[src/hw/rtl/pbf_pkg.sv]
// Package for the premultiplied RGB565 block fill: widths, stage payload types
// and the divide-by-255 rounding function. No dependencies.
`timescale 1ns / 1ps

package pbf_pkg;

  localparam int unsigned CoordW         = 8;
  localparam int unsigned SideW          = 4;
  localparam int unsigned ChanW          = 8;
  localparam int unsigned ProdW          = 16;
  localparam int unsigned IndexW         = 14;
  localparam int unsigned WordW          = 16;
  localparam int unsigned DefFrameWidth  = 128;
  localparam int unsigned DefFrameHeight = 115;
  localparam int unsigned DefMaxSide     = 8;

  typedef struct packed {
    logic [ProdW-1:0]  prod_r;
    logic [ProdW-1:0]  prod_g;
    logic [ProdW-1:0]  prod_b;
    logic [CoordW-1:0] x0;
    logic [CoordW-1:0] y0;
    logic [CoordW-1:0] x1;
    logic [CoordW-1:0] y1;
    logic              empty;
  } pbf_scaled_t;

  typedef struct packed {
    logic [WordW-1:0]  color;
    logic [CoordW-1:0] x0;
    logic [CoordW-1:0] y0;
    logic [CoordW-1:0] x1;
    logic [CoordW-1:0] y1;
    logic [IndexW-1:0] row_base;
    logic              empty;
  } pbf_block_t;

  // Exact round(p / 255) for p <= 255 * 255.
  function automatic logic [ChanW-1:0] round_div255(input logic [ProdW-1:0] p);
    logic [ProdW:0] t;
    logic [ProdW:0] u;
    t = {1'b0, p} + 17'd128;
    u = t + (t >> 8);
    return u[15:8];
  endfunction

endpackage

[src/hw/rtl/pbf_scale.sv]
// First stage: channel times alpha products and clipping of the block bounds.
// Depends on pbf_pkg.
`timescale 1ns / 1ps

module pbf_scale import pbf_pkg::*; #(
  parameter int unsigned FRAME_WIDTH    = DefFrameWidth,
  parameter int unsigned FRAME_HEIGHT   = DefFrameHeight,
  parameter int unsigned MAX_BLOCK_SIDE = DefMaxSide
) (
  input  logic              clk,
  input  logic              rst,
  input  logic              in_valid,
  output logic              in_ready,
  input  logic [CoordW-1:0] block_x,
  input  logic [CoordW-1:0] block_y,
  input  logic [SideW-1:0]  block_width,
  input  logic [SideW-1:0]  block_height,
  input  logic [ChanW-1:0]  red,
  input  logic [ChanW-1:0]  green,
  input  logic [ChanW-1:0]  blue,
  input  logic [ChanW-1:0]  alpha,
  output logic              out_valid,
  input  logic              out_ready,
  output pbf_scaled_t       out_data
);

  localparam logic [SideW-1:0]  MaxSide = SideW'(MAX_BLOCK_SIDE);
  localparam logic [CoordW:0]   FrameW  = (CoordW+1)'(FRAME_WIDTH);
  localparam logic [CoordW:0]   FrameH  = (CoordW+1)'(FRAME_HEIGHT);

  logic [SideW-1:0] w_sat;
  logic [SideW-1:0] h_sat;
  logic [CoordW:0]  x_sum;
  logic [CoordW:0]  y_sum;
  pbf_scaled_t      data_next;

  assign in_ready = !out_valid || out_ready;

  always_comb begin
    w_sat = (block_width  > MaxSide) ? MaxSide : block_width;
    h_sat = (block_height > MaxSide) ? MaxSide : block_height;
    x_sum = {1'b0, block_x} + {5'b0, w_sat};
    y_sum = {1'b0, block_y} + {5'b0, h_sat};
    data_next.prod_r = {8'b0, red}   * {8'b0, alpha};
    data_next.prod_g = {8'b0, green} * {8'b0, alpha};
    data_next.prod_b = {8'b0, blue}  * {8'b0, alpha};
    data_next.x0     = block_x;
    data_next.y0     = block_y;
    data_next.x1     = (x_sum > FrameW) ? FrameW[CoordW-1:0] : x_sum[CoordW-1:0];
    data_next.y1     = (y_sum > FrameH) ? FrameH[CoordW-1:0] : y_sum[CoordW-1:0];
    data_next.empty  = (data_next.x1 <= block_x) || (data_next.y1 <= block_y);
  end

  always_ff @(posedge clk) begin
    if (rst) begin
      out_valid <= 1'b0;
    end else if (in_ready) begin
      out_valid <= in_valid;
    end
    if (in_ready && in_valid) begin
      out_data <= data_next;
    end
  end

endmodule

[src/hw/rtl/pbf_setup.sv]
// Second stage: rounds the scaled channels, packs RGB565, and forms the
// framebuffer index of the first row. Depends on pbf_pkg.
`timescale 1ns / 1ps

module pbf_setup import pbf_pkg::*; #(
  parameter int unsigned FRAME_WIDTH = DefFrameWidth
) (
  input  logic        clk,
  input  logic        rst,
  input  logic        in_valid,
  output logic        in_ready,
  input  pbf_scaled_t in_data,
  output logic        out_valid,
  input  logic        out_ready,
  output pbf_block_t  out_data
);

  logic [ChanW-1:0] r_s;
  logic [ChanW-1:0] g_s;
  logic [ChanW-1:0] b_s;
  logic [15:0]      row_prod;
  pbf_block_t       data_next;

  assign in_ready = !out_valid || out_ready;

  always_comb begin
    r_s      = round_div255(in_data.prod_r);
    g_s      = round_div255(in_data.prod_g);
    b_s      = round_div255(in_data.prod_b);
    row_prod = {8'b0, in_data.y0} * 16'(FRAME_WIDTH);
    data_next.color    = {r_s[7:3], g_s[7:2], b_s[7:3]};
    data_next.x0       = in_data.x0;
    data_next.y0       = in_data.y0;
    data_next.x1       = in_data.x1;
    data_next.y1       = in_data.y1;
    data_next.row_base = row_prod[IndexW-1:0];
    data_next.empty    = in_data.empty;
  end

  always_ff @(posedge clk) begin
    if (rst) begin
      out_valid <= 1'b0;
    end else if (in_ready) begin
      out_valid <= in_valid;
    end
    if (in_ready && in_valid) begin
      out_data <= data_next;
    end
  end

endmodule

[src/hw/rtl/pbf_walk.sv]
// Pixel walker: steps through the clipped block in row order and drives the
// registered pixel output. Depends on pbf_pkg.
`timescale 1ns / 1ps

module pbf_walk import pbf_pkg::*; #(
  parameter int unsigned FRAME_WIDTH = DefFrameWidth
) (
  input  logic              clk,
  input  logic              rst,
  input  logic              in_valid,
  output logic              in_ready,
  input  pbf_block_t        in_data,
  output logic              pixel_valid,
  input  logic              pixel_stall,
  output logic [IndexW-1:0] pixel_index,
  output logic [WordW-1:0]  pixel_word,
  output logic              last_pixel
);

  logic              busy;
  logic [CoordW-1:0] cur_x;
  logic [CoordW-1:0] cur_y;
  logic [CoordW-1:0] start_x;
  logic [CoordW-1:0] end_x;
  logic [CoordW-1:0] end_y;
  logic [WordW-1:0]  color;
  logic [IndexW-1:0] row_base;

  logic out_free;
  logic emit;
  logic x_end;
  logic y_end;
  logic last_now;
  logic load;

  always_comb begin
    out_free = !pixel_valid || !pixel_stall;
    emit     = busy && out_free;
    x_end    = ({1'b0, cur_x} + 9'd1) == {1'b0, end_x};
    y_end    = ({1'b0, cur_y} + 9'd1) == {1'b0, end_y};
    last_now = x_end && y_end;
    in_ready = !busy || (emit && last_now);
    load     = in_ready && in_valid && !in_data.empty;
  end

  always_ff @(posedge clk) begin
    if (rst) begin
      busy        <= 1'b0;
      pixel_valid <= 1'b0;
    end else begin
      if (load) begin
        busy <= 1'b1;
      end else if (emit && last_now) begin
        busy <= 1'b0;
      end
      if (emit) begin
        pixel_valid <= 1'b1;
        pixel_index <= row_base + {6'b0, cur_x};
        pixel_word  <= color;
        last_pixel  <= last_now;
        if (!last_now) begin
          if (x_end) begin
            cur_x    <= start_x;
            cur_y    <= cur_y + 8'd1;
            row_base <= row_base + IndexW'(FRAME_WIDTH);
          end else begin
            cur_x <= cur_x + 8'd1;
          end
        end
      end else if (!pixel_stall) begin
        pixel_valid <= 1'b0;
      end
      if (load) begin
        cur_x    <= in_data.x0;
        cur_y    <= in_data.y0;
        start_x  <= in_data.x0;
        end_x    <= in_data.x1;
        end_y    <= in_data.y1;
        color    <= in_data.color;
        row_base <= in_data.row_base;
      end
    end
  end

endmodule

[src/hw/rtl/premultiplied_rgb565_block_fill.sv]
// Top level of the premultiplied RGB565 block fill: scale, setup and walker
// stages. Depends on pbf_pkg, pbf_scale, pbf_setup, pbf_walk.
//
//   channel | handshake                  | payload
//   block   | block_valid / block_stall  | block_x, block_y, block_width, block_height,
//           |                            | red, green, blue, alpha
//   pixel   | pixel_valid / pixel_stall  | pixel_index, pixel_word, last_pixel
//
// A block passes two register stages (products, then rounding and packing) and
// is loaded into the walker, which shows its first pixel on the registered output.
// The walker puts out one pixel per cycle unless pixel_stall holds it; a block
// covers 1 to 64 pixels by default; a fully clipped block takes one stage slot only.
// Reset (rst, synchronous) empties every stage. A stalled output holds the walker;
// block_stall rises once both stages before it are full and the walker takes none.
`timescale 1ns / 1ps

module premultiplied_rgb565_block_fill import pbf_pkg::*; #(
  parameter int unsigned FRAME_WIDTH    = DefFrameWidth,
  parameter int unsigned FRAME_HEIGHT   = DefFrameHeight,
  parameter int unsigned MAX_BLOCK_SIDE = DefMaxSide
) (
  input  logic              clk,
  input  logic              rst,
  input  logic              block_valid,
  output logic              block_stall,
  input  logic [CoordW-1:0] block_x,
  input  logic [CoordW-1:0] block_y,
  input  logic [SideW-1:0]  block_width,
  input  logic [SideW-1:0]  block_height,
  input  logic [ChanW-1:0]  red,
  input  logic [ChanW-1:0]  green,
  input  logic [ChanW-1:0]  blue,
  input  logic [ChanW-1:0]  alpha,
  output logic              pixel_valid,
  input  logic              pixel_stall,
  output logic [IndexW-1:0] pixel_index,
  output logic [WordW-1:0]  pixel_word,
  output logic              last_pixel
);

  logic        in_ready;
  logic        s1_valid;
  logic        s1_ready;
  pbf_scaled_t s1_data;
  logic        s2_valid;
  logic        s2_ready;
  pbf_block_t  s2_data;

  assign block_stall = !in_ready;

  pbf_scale #(
    .FRAME_WIDTH    (FRAME_WIDTH),
    .FRAME_HEIGHT   (FRAME_HEIGHT),
    .MAX_BLOCK_SIDE (MAX_BLOCK_SIDE)
  ) u_scale (
    .clk          (clk),
    .rst          (rst),
    .in_valid     (block_valid),
    .in_ready     (in_ready),
    .block_x      (block_x),
    .block_y      (block_y),
    .block_width  (block_width),
    .block_height (block_height),
    .red          (red),
    .green        (green),
    .blue         (blue),
    .alpha        (alpha),
    .out_valid    (s1_valid),
    .out_ready    (s1_ready),
    .out_data     (s1_data)
  );

  pbf_setup #(
    .FRAME_WIDTH (FRAME_WIDTH)
  ) u_setup (
    .clk       (clk),
    .rst       (rst),
    .in_valid  (s1_valid),
    .in_ready  (s1_ready),
    .in_data   (s1_data),
    .out_valid (s2_valid),
    .out_ready (s2_ready),
    .out_data  (s2_data)
  );

  pbf_walk #(
    .FRAME_WIDTH (FRAME_WIDTH)
  ) u_walk (
    .clk         (clk),
    .rst         (rst),
    .in_valid    (s2_valid),
    .in_ready    (s2_ready),
    .in_data     (s2_data),
    .pixel_valid (pixel_valid),
    .pixel_stall (pixel_stall),
    .pixel_index (pixel_index),
    .pixel_word  (pixel_word),
    .last_pixel  (last_pixel)
  );

endmodule

[config.mk]
export PLATFORM = sky130hd
export DESIGN_NAME = premultiplied_rgb565_block_fill
export DESIGN_NICKNAME = d
export VERILOG_FILES = /design/src/hw/rtl/pbf_pkg.sv /design/src/hw/rtl/pbf_scale.sv /design/src/hw/rtl/pbf_setup.sv /design/src/hw/rtl/pbf_walk.sv /design/src/hw/rtl/premultiplied_rgb565_block_fill.sv
export SDC_FILE = /design/constraint.sdc
export NUM_CORES = 1
export LEC_CHECK = 0
export BUFFER_PORTS_ARGS = -buffer_cell sky130_fd_sc_hd__buf_2
export CAP_MARGIN = 5
export CORE_AREA = 2 2 258 260
export DETAILED_ROUTE_END_ITERATION = 10
export DIE_AREA = 0 0 260 262
export GPL_TIMING_DRIVEN = 0
export HOLD_SLACK_MARGIN = 0.03
export SLEW_MARGIN = 20
export SYNTH_ARGS = -nofsm -noshare
export SYNTH_HDL_FRONTEND = slang
export SYNTH_SLANG_ARGS = --single-unit
[constraint.sdc]
create_clock -name clk -period 9.1 [get_ports clk]
set_input_delay 1.82 -clock clk [delete_from_list [all_inputs] [get_ports clk]]
set_output_delay 1.82 -clock clk [all_outputs]
set_load 0.02 [all_outputs]
* Yosys cells after proc, flatten, opt, wreduce, memory -nomap -nowiden
Index checks and enable logic that the tools add are counted.
** Storage, ports and cells
- Input port bits :: 60
- Logic and storage cells :: 104
- Register bits after elaboration :: 242
** Operators by class
- Bitwise logic cells :: 1
- Magnitude comparators :: 6
- $mul :: 3
- Equal/unequal tests :: 4
- Reductions and logical operators :: 26
- $add $sub $neg :: 14
- Muxes and demuxes :: 20
** Operators by type and width (count)
- $mux W8 :: 10
- $mux W14 :: 4
- $add A16 B8 Y17 const B :: 3
- $add A16 B9 Y16 :: 3
- $mul A8 B8 Y16 :: 3
- $add A8 B1 Y9 const B :: 2
- $add A8 B4 Y9 :: 2
- $eq A9 B8 Y1 :: 2
- $add A8 B1 Y8 const B :: 2
- $le A8 B8 Y1 :: 2
- $add A14 B8 Y14 :: 1
- $add A14 B8 Y14 const B :: 1
- $gt A9 B7 Y1 const B :: 1
- $gt A9 B8 Y1 const B :: 1
- $gt A4 B4 Y1 const B :: 2
- $mux W4 :: 2
- $logic_and A1 B1 Y1 :: 7
- $logic_not A1 Y1 :: 7
- $reduce_bool A2 Y1 :: 3
- $logic_or A1 B1 Y1 :: 5
- $mux W1 :: 4
- $reduce_and A2 Y1 :: 2
- $reduce_and A4 Y1 :: 1
- $reduce_and A3 Y1 :: 1
- 3 further kinds :: 3

* Longest topological paths before layout
Gate-level depths: netlist (run 1).
- Depth after elaboration :: 9
- Depth in mapped cells :: 19
- Depth with buffers taken out :: 18

* By module
From an unflattened synthesis (run 1), not the netlist that was laid out.
** Unflattened totals
- Cells, all modules :: 1559
- Area, all modules :: 17439.2 um2
** By module, submodules not included
- pbf_scale :: cells an instance 963, instances 1, area each 9591.7 um2
- pbf_walk :: cells an instance 320, instances 1, area each 4732.0 um2
- pbf_setup :: cells an instance 275, instances 1, area each 3111.7 um2
- premultiplied_rgb565_block_fill :: cells an instance 1, instances 1, area each 3.8 um2

* Worst setup path before layout (run 1)
No wires, ideal clock.
- Path type :: input port to flip-flop
- Start :: in pixel_stall
- End :: reg u_scale.out_data[0] (netlist name), enable pin
- Path slack :: 2.826 ns
- Stages :: 4
- Data required time :: 8.569 ns
- Library setup time :: 0.531 ns
- Arrival time :: 5.743 ns
- Cells stage by stage :: nand2_1 > a21bo_2 > nor2_2 > nor2b_1
** Between the ends
- Longest elaborated chain between the ends :: 8
** Ends and longest elaborated chain
- from (decl) :: line premultiplied_rgb565_block_fill.sv:35 : input logic pixel_stall,
- $logic_not A1 Y1 :: line pbf_walk.sv:37 : out_free = !pixel_valid || !pixel_stall;
- $logic_or A1 B1 Y1 :: line pbf_walk.sv:37
- $logic_and A1 B1 Y1 :: line pbf_walk.sv:38 : emit = busy && out_free;
- $logic_and A1 B1 Y1 :: line pbf_walk.sv:42 : in_ready = !busy || (emit && last_now);
- $logic_or A1 B1 Y1 :: line pbf_walk.sv:42
- $logic_or A1 B1 Y1 :: line pbf_setup.sv:24 : assign in_ready = !out_valid || out_ready;
- $logic_or A1 B1 Y1 :: line pbf_scale.sv:37 : assign in_ready = !out_valid || out_ready;
- $logic_and A1 B1 Y1 :: line pbf_scale.sv:60 : if (in_ready && in_valid) begin
- to (signal assigned) :: line pbf_scale.sv:61 : out_data <= data_next;
- to (decl) :: line pbf_scale.sv:24 : output pbf_scaled_t out_data
Every way passes these cells.
A chain may end at the register's enable or synchronous reset.

==> results of run 1 <==
power breakdown:
part	total, mW	switching [mW]	leakage [nW]	internal, mW
combinational	1.44	0.793	5.39	0.645
sequential	1.43	0.0798	2.13	1.35
clock	0.986	0.416	0.400	0.570
total	3.86	1.29	7.92	2.57
cells by family (layout without fill, tap and decap cells):
kind of cell | Yosys count | in the layout | synth area share
AO/OA/AOI/OAI | 151 | 151 | 0.0606
multiplexers | 12 | 12 | 0.00782
other | 1 | 1 | 0.000232
AND/OR/NAND/NOR | 438 | 438 | 0.137
adder cells (fa/ha/maj) | 264 | 264 | 0.256
buffers and inverters | 212 | 354 | 0.0501
XOR/XNOR | 113 | 113 | 0.0673
flip-flops | 228 | 228 | 0.421
flip-flops by register name (all words and copies together), names as in the netlist, 7 cells and up:
name / cells
u_scale.out_data: 81
u_setup.out_data: 49
u_walk.color: 16
u_walk.cur_x: 8
u_walk.cur_y: 8
u_walk.end_x: 8
u_walk.end_y: 8
u_walk.pixel_index: 14
u_walk.pixel_word: 16
u_walk.row_base: 7
u_walk.start_x: 8
cells in the mapped netlist (all sizes together), types with 2 or more instances:
| cell | n |
|---|---|
| edfxtp | 224 |
| inv | 184 |
| ha | 154 |
| nand2 | 136 |
| fa | 110 |
| and2 | 107 |
| xnor2 | 70 |
| nor2 | 66 |
| a21oi | 59 |
| nand3 | 45 |
| xor2 | 36 |
| o21ai | 22 |
| clkbuf | 21 |
| nor3 | 17 |
| nor2b | 16 |
| a21o | 10 |
| and3 | 9 |
| nand2b | 9 |
| and4 | 7 |
| buf | 7 |
| mux2i | 7 |
| a31o | 6 |
| or2 | 6 |
| or3 | 6 |
| xnor3 | 6 |
| a21boi | 5 |
| mux2 | 5 |
| nand4 | 5 |
| o21a | 5 |
| o22ai | 5 |
| o31ai | 5 |
| a211oi | 4 |
| a31oi | 4 |
| dfxtp | 4 |
| a41oi | 3 |
| nor4 | 3 |
| o21bai | 3 |
| a221oi | 2 |
| a22oi | 2 |
| o211a | 2 |
| o211ai | 2 |
| o2bb2ai | 2 |
final cells by class:
| cell class | instances | area, um2 | share of cell area |
|---|---|---|---|
| multi-input cells | 979 | 8580 | 0.458 |
| clock buffers | 30 | 687 | 0.0367 |
| repair buffers | 97 | 658 | 0.0351 |
| clock inverters | 15 | 120 | 0.00641 |
| plain buffers | 28 | 119 | 0.00634 |
| flip-flops and latches | 228 | 6810 | 0.363 |
| well taps | 864 | 1080 | 0.0577 |
| inverters | 184 | 691 | 0.0369 |
cells in the final DEF, fill, tap and decap left out, types with 6 or more instances in the layout:
cell and count:
nand2_1 136, fa_1 110, xnor2_1 70, nand3_1 44, buf_16 7, a21oi_1 56, nand2b_1 9, clkbuf_1 24
clkbuf_16 27, or3_1 6, nor2b_1 15, a31o_2 6, nor3_1 17, xor2_1 36, xnor3_1 6, o21ai_0 21
inv_1 184, and2_1 107, mux2i_1 7, buf_2 91, ha_1 154, a21o_1 10, and3_1 9, nor2_1 62
edfxtp_1 224
final timing paths:
check	startpoint	to	slack, ns
hold reg to reg	u_scale.out_data[13]$_DFFE_PP_	u_setup.out_data[27]$_DFFE_PP_	0.41
setup / recovery	alpha[6]	u_scale.out_data[80]$_DFFE_PP_	2.97
hold / removal	u_scale.out_data[13]$_DFFE_PP_	u_setup.out_data[27]$_DFFE_PP_	0.41
setup reg to reg	u_walk.cur_y[0]$_DFFE_PP_	u_scale.out_data[41]$_DFFE_PP_	5.29
through the flow:
step                area (um2)  utilization  hold slack [ns]
floorplan                16200            -            0.400
global placement         17700        0.271            0.401
detailed placement       17900        0.275            0.405
CTS                      18700        0.287            0.412
global route             18700        0.287            0.418
finish                   18700        0.287            0.413
worst max-delay path: stages:
cell,delay (ns)
buf_2,0.20
clkbuf_1,0.49
nand2_1,0.16
fa_1,0.52
fa_1,0.54
inv_1,0.05
fa_1,0.50
fa_1,0.49
ha_1,0.33
a21boi_0,0.15
o21ai_0,0.27
a21oi_1,0.13
a41o_1,0.28
o41ai_1,0.32
xnor2_1,0.14
layer usage:
layer,global-route usage,vias to the layer above,share of wire
met5,0,-,0.00058
met1,0.126,5039,0.46
li1,-,5060,-
met4,0.0195,2,0.015
met3,0.0149,39,0.049
met2,0.170,240,0.48
==> results.toml, run 1 <==
[floorplanning]
num_rows = 94
die_height_um = 262
chipWidth_um = 260
start_util = 0.248
ioPinCount = 93
core_area_mm2 = 0.0653
die_area_mm2 = 0.0681

[setup_path]
crit_fanout = 10
end_kind = "register"
reg2reg_depth = 12
required_ns = 9.38
worst_ep_arrival_time_ns = 6.41
crit_type = "input pin to register"
start_kind = "input pin"

[sta]
fin_crit_sh = 0.674
tightest_slew_ns = 0.881
rsz0062_at_grt = "false"
slew_viol_final = 0
fin_worst_skew_ns = 0.00975
relSlewSlack = 0.413
max_freq_ghz = 0.163
finalHoldViolations = 0
fin_crit_ns = 6.13
setup_viol = 0
setup_tns_ns = 0
fin_ws_ns = 2.97

[clock_network]
clock_path_buffers = 3
cts_tree = "done"
cts_setup_buffers = 0
clk_latency_ns = 0.55
cts_resized = 0
clock-sinks = 228
cts-hold-fix-buffers = 0
clk_pin_slew_ns = 0.05
cts_buffers = 27
clockRootBuffer = "clkbuf_16"
htree_levels = 1

[placement]
dp_hpwl_um = 26200
dp_worst_setup_slack_ns = 2.45
port-buffer-count = 89
placed_cells = 2380
gp_congestion = 0.847

[global_route]
grt_max_degree = 28
gr-usage-all-layers = 0.0968
grt_pass1_wl_um = 53200
grt_pass1_vias = 10400
overflow = 0
grt_antenna_before_repair = 1

[pwr]
total_power_mw = 3.86
max-vdd-ir-drop_uv = 129
p_leak_nw = 7.92
p_per_area_mw_per_mm2 = 206

[final_layout]
layout.cells.non_filler = 2425
antenna_cells = 0
nFillCells = 6705
drive_gt1_frac = 0.109
layout.nets = 1869
syn_to_final_growth_pct = 16.0

[outcome]
outcome = "complete, no violations"

[synthesis]
synth_seq_cells = 228
syn_nets = 1743
yosysTopAreaCellShare = 0.416
netlist_area_mm2 = 0.0162
yosysTopAreaCell = "edfxtp_1"
synth_ff_type = "edfxtp_1"
synth_cell_types = 70
synth_edf_count = 224
async_reset_ff_frac = 0
yosysSeqAreaShare = 0.421
netlist_top_cells_area = "edfxtp_1, fa_1, ha_1"
synth_cells = 1419
yosysWarnings = 0
avgSynthCellArea_um2 = 11.4

[hold_path]
hold_path_depth = 0
hold_class = "register to register"

[routing]
antenna_left = 0
routed_wl_um = 32600
dr.first_iter.drc_count = 482
wl_per_cell_um = 13.5
dr.pass1.iters = 5
drc = 0
dr_total_vias = 10400
via_per_inst = 4.28

[flow_run]
max-cap-violations = 0
(Power assumes the default switching activity.)
==> run 2: changes to the inputs <==
Clock period 9.1 ns to 5.7 ns, I/O delays scaled along.
==> results.toml, run 2 (synthesis gave the netlist of run 1 again) <==
[outcome]
outcome = "complete, no violations"

[setup_path]
worst_ep_arrival_time_ns = 5.64
cpMaxStageDelayCell = "fa_1"
crit_path_frequent_cell = "fa_1"
crit_type = "input pin to register"
end_kind = "register"
crit_fanout = 10
worstPathCellList = "buf_2, clkbuf_1, and2_1, fa_1, fa_1, inv_1, fa_1, fa_1, inv_1, ha_1, o21ai_0, a21boi_0, o21ai_0, a21oi_1, a41o_1, o41ai_1, xnor2_1"
path_delay_family = "adder cells"
start_kind = "input pin"
slowest_delay_ns = 0.55
required_ns = 5.96
crit_buf_inv = 4

[pwr]
pwr-share-clk = 0.254
combPwrFrac = 0.374
total_power_mw = 6.15
switching_share = 0.330
intPower_mw = 4.11
seq_power_share = 0.372
switchingPower_mw = 2.03
p_per_area_mw_per_mm2 = 328
max-vdd-ir-drop_uv = 190
p_leak_nw = 7.91

[final_layout]
largest_reg_flops = 81
layout.cells.non_filler = 2422
largest-register = "u_scale.out_data"
final_area_mm2 = 0.0187
syn_to_final_growth_pct = 15.8
antenna_cells = 0
layout.nets = 1868
layout_common_cells = "edfxtp_1, inv_1, ha_1, nand2_1, fa_1"
drive_gt1_frac = 0.108
final_common_cell = "edfxtp_1"
largest_registers = "u_scale.out_data (81), u_setup.out_data (49)"

[placement]
placed_area_mm2 = 0.0179
dp_worst_setup_slack_ns = -0.305
gp_congestion = 0.844
dp_hpwl_um = 26200
placed_cells = 2380
port-buffer-count = 89

[clock_network]
cts_tree = "done"
clock-sinks = 228
clk_latency_ns = 0.54
htree_levels = 1
cts-hold-fix-buffers = 0
clk_pin_slew_ns = 0.06
clock_path_buffers = 3
cts_buffers = 26
clockRootBuffer = "clkbuf_16"

[sta]
setup_viol = 0
tightest_slew_ns = 0.842
fin_crit_ns = 5.38
slew_viol_final = 0
rsz0062_at_grt = "false"
max_freq_ghz = 0.186
fin_crit_sh = 0.944
finalHoldViolations = 0
fin_worst_skew_ns = 0.0180
fin_ws_ns = 0.317
relSlewSlack = 0.439

[routing]
dr.first_iter.drc_count = 455
dr_total_vias = 10400
via_per_inst = 4.27
dr.pass1.iters = 5
wl_per_cell_um = 13.4
antenna_left = 0
drc = 0
routed_wl_um = 32500

[floorplanning]
ioPinCount = 93
num_rows = 94
chipWidth_um = 260
core_area_mm2 = 0.0653
start_util = 0.248
die_height_um = 262
die_area_mm2 = 0.0681

[global_route]
overflow = 0
grt_antenna_before_repair = 1
grt_pass1_wl_um = 53100
grt_pass1_vias = 10600
grt_max_degree = 30
gr-usage-all-layers = 0.0959

[flow_run]
max-cap-violations = 0

[hold_path]
hold_class = "register to register"
==> run 2: cell count changes in the layout (fill, tap and decap cells not counted) <==
cell | before | now
clkinv_1 | 5 | 1
bufinv_16 | 1 | 2
clkbuf_1 | 24 | 26
clkinv_4 | 3 | 2
buf_12 | 1 | 2
buf_16 | 7 | 6
inv_16 | 1 | 0
clkinv_8 | 0 | 1
clkbuf_2 | 0 | 2
clkinv_2 | 5 | 3
clkbuf_16 | 27 | 26
==> run 2: power by group through the flow <==
| stage | sequential (mW) | clock, mW | combinational [mW] |
|---|---|---|---|
| 2_1_floorplan | 2.29 | 0 | 1.79 |
| 3_3_place_gp | 2.32 | 0 | 2.24 |
| 3_5_place_dp | 2.32 | 0 | 2.31 |
| 4_1_cts | 2.29 | 1.61 | 2.34 |
| 5_1_grt | 2.31 | 1.68 | 2.65 |
| 6_report | 2.29 | 1.56 | 2.30 |
==> run 2: per-stage QoR <==
stage	hold WS, ns	util	TNS (ns)
final	0.403	0.287	0
after global routing	0.420	0.287	0
after CTS	0.412	0.287	0
after detailed placement	0.405	0.275	-0.870
after global placement	0.400	0.271	-82.57
after floorplan	0.400	-	0
==> run 2: what timing repair did <==
item,in CTS,in global routing
gates resized for setup,0,4
setup endpoints to repair,0,1
setup buffers,0,0
==> run 2: path summary, 6_finish.rpt <==
check	slack (ns)	startpoint	depth (start not counted)	end
setup / recovery	0.32	alpha[4]	17	u_scale.out_data[80]$_DFFE_PP_
hold / removal	0.40	u_walk.color[9]$_DFFE_PP_	0	u_walk.pixel_word[9]$_DFFE_PP_
setup reg to reg	1.89	u_walk.cur_y[0]$_DFFE_PP_	12	u_scale.out_data[69]$_DFFE_PP_
hold reg to reg	0.40	u_walk.color[9]$_DFFE_PP_	0	u_walk.pixel_word[9]$_DFFE_PP_
==> run 2: layer usage <==
layer | track usage | vias up | wire (um)
li1 | - | 5063 | -
met3 | 0.0151 | 45 | 1660
met1 | 0.124 | 5020 | 14700
met4 | 0.0214 | 0 | 590
met5 | 0 | - | 0
met2 | 0.169 | 226 | 15600
==> run 2: area by class of cell <==
| class | count | area [um2] |
|---|---|---|
| plain buffers | 28 | 121 |
| multi-input cells | 979 | 8580 |
| well taps | 864 | 1080 |
| repair buffers | 97 | 651 |
| flip-flops and latches | 228 | 6810 |
| inverters | 184 | 691 |
| fillers | 6732 | 46600 |
| clock inverters | 9 | 113 |
| clock buffers | 33 | 677 |
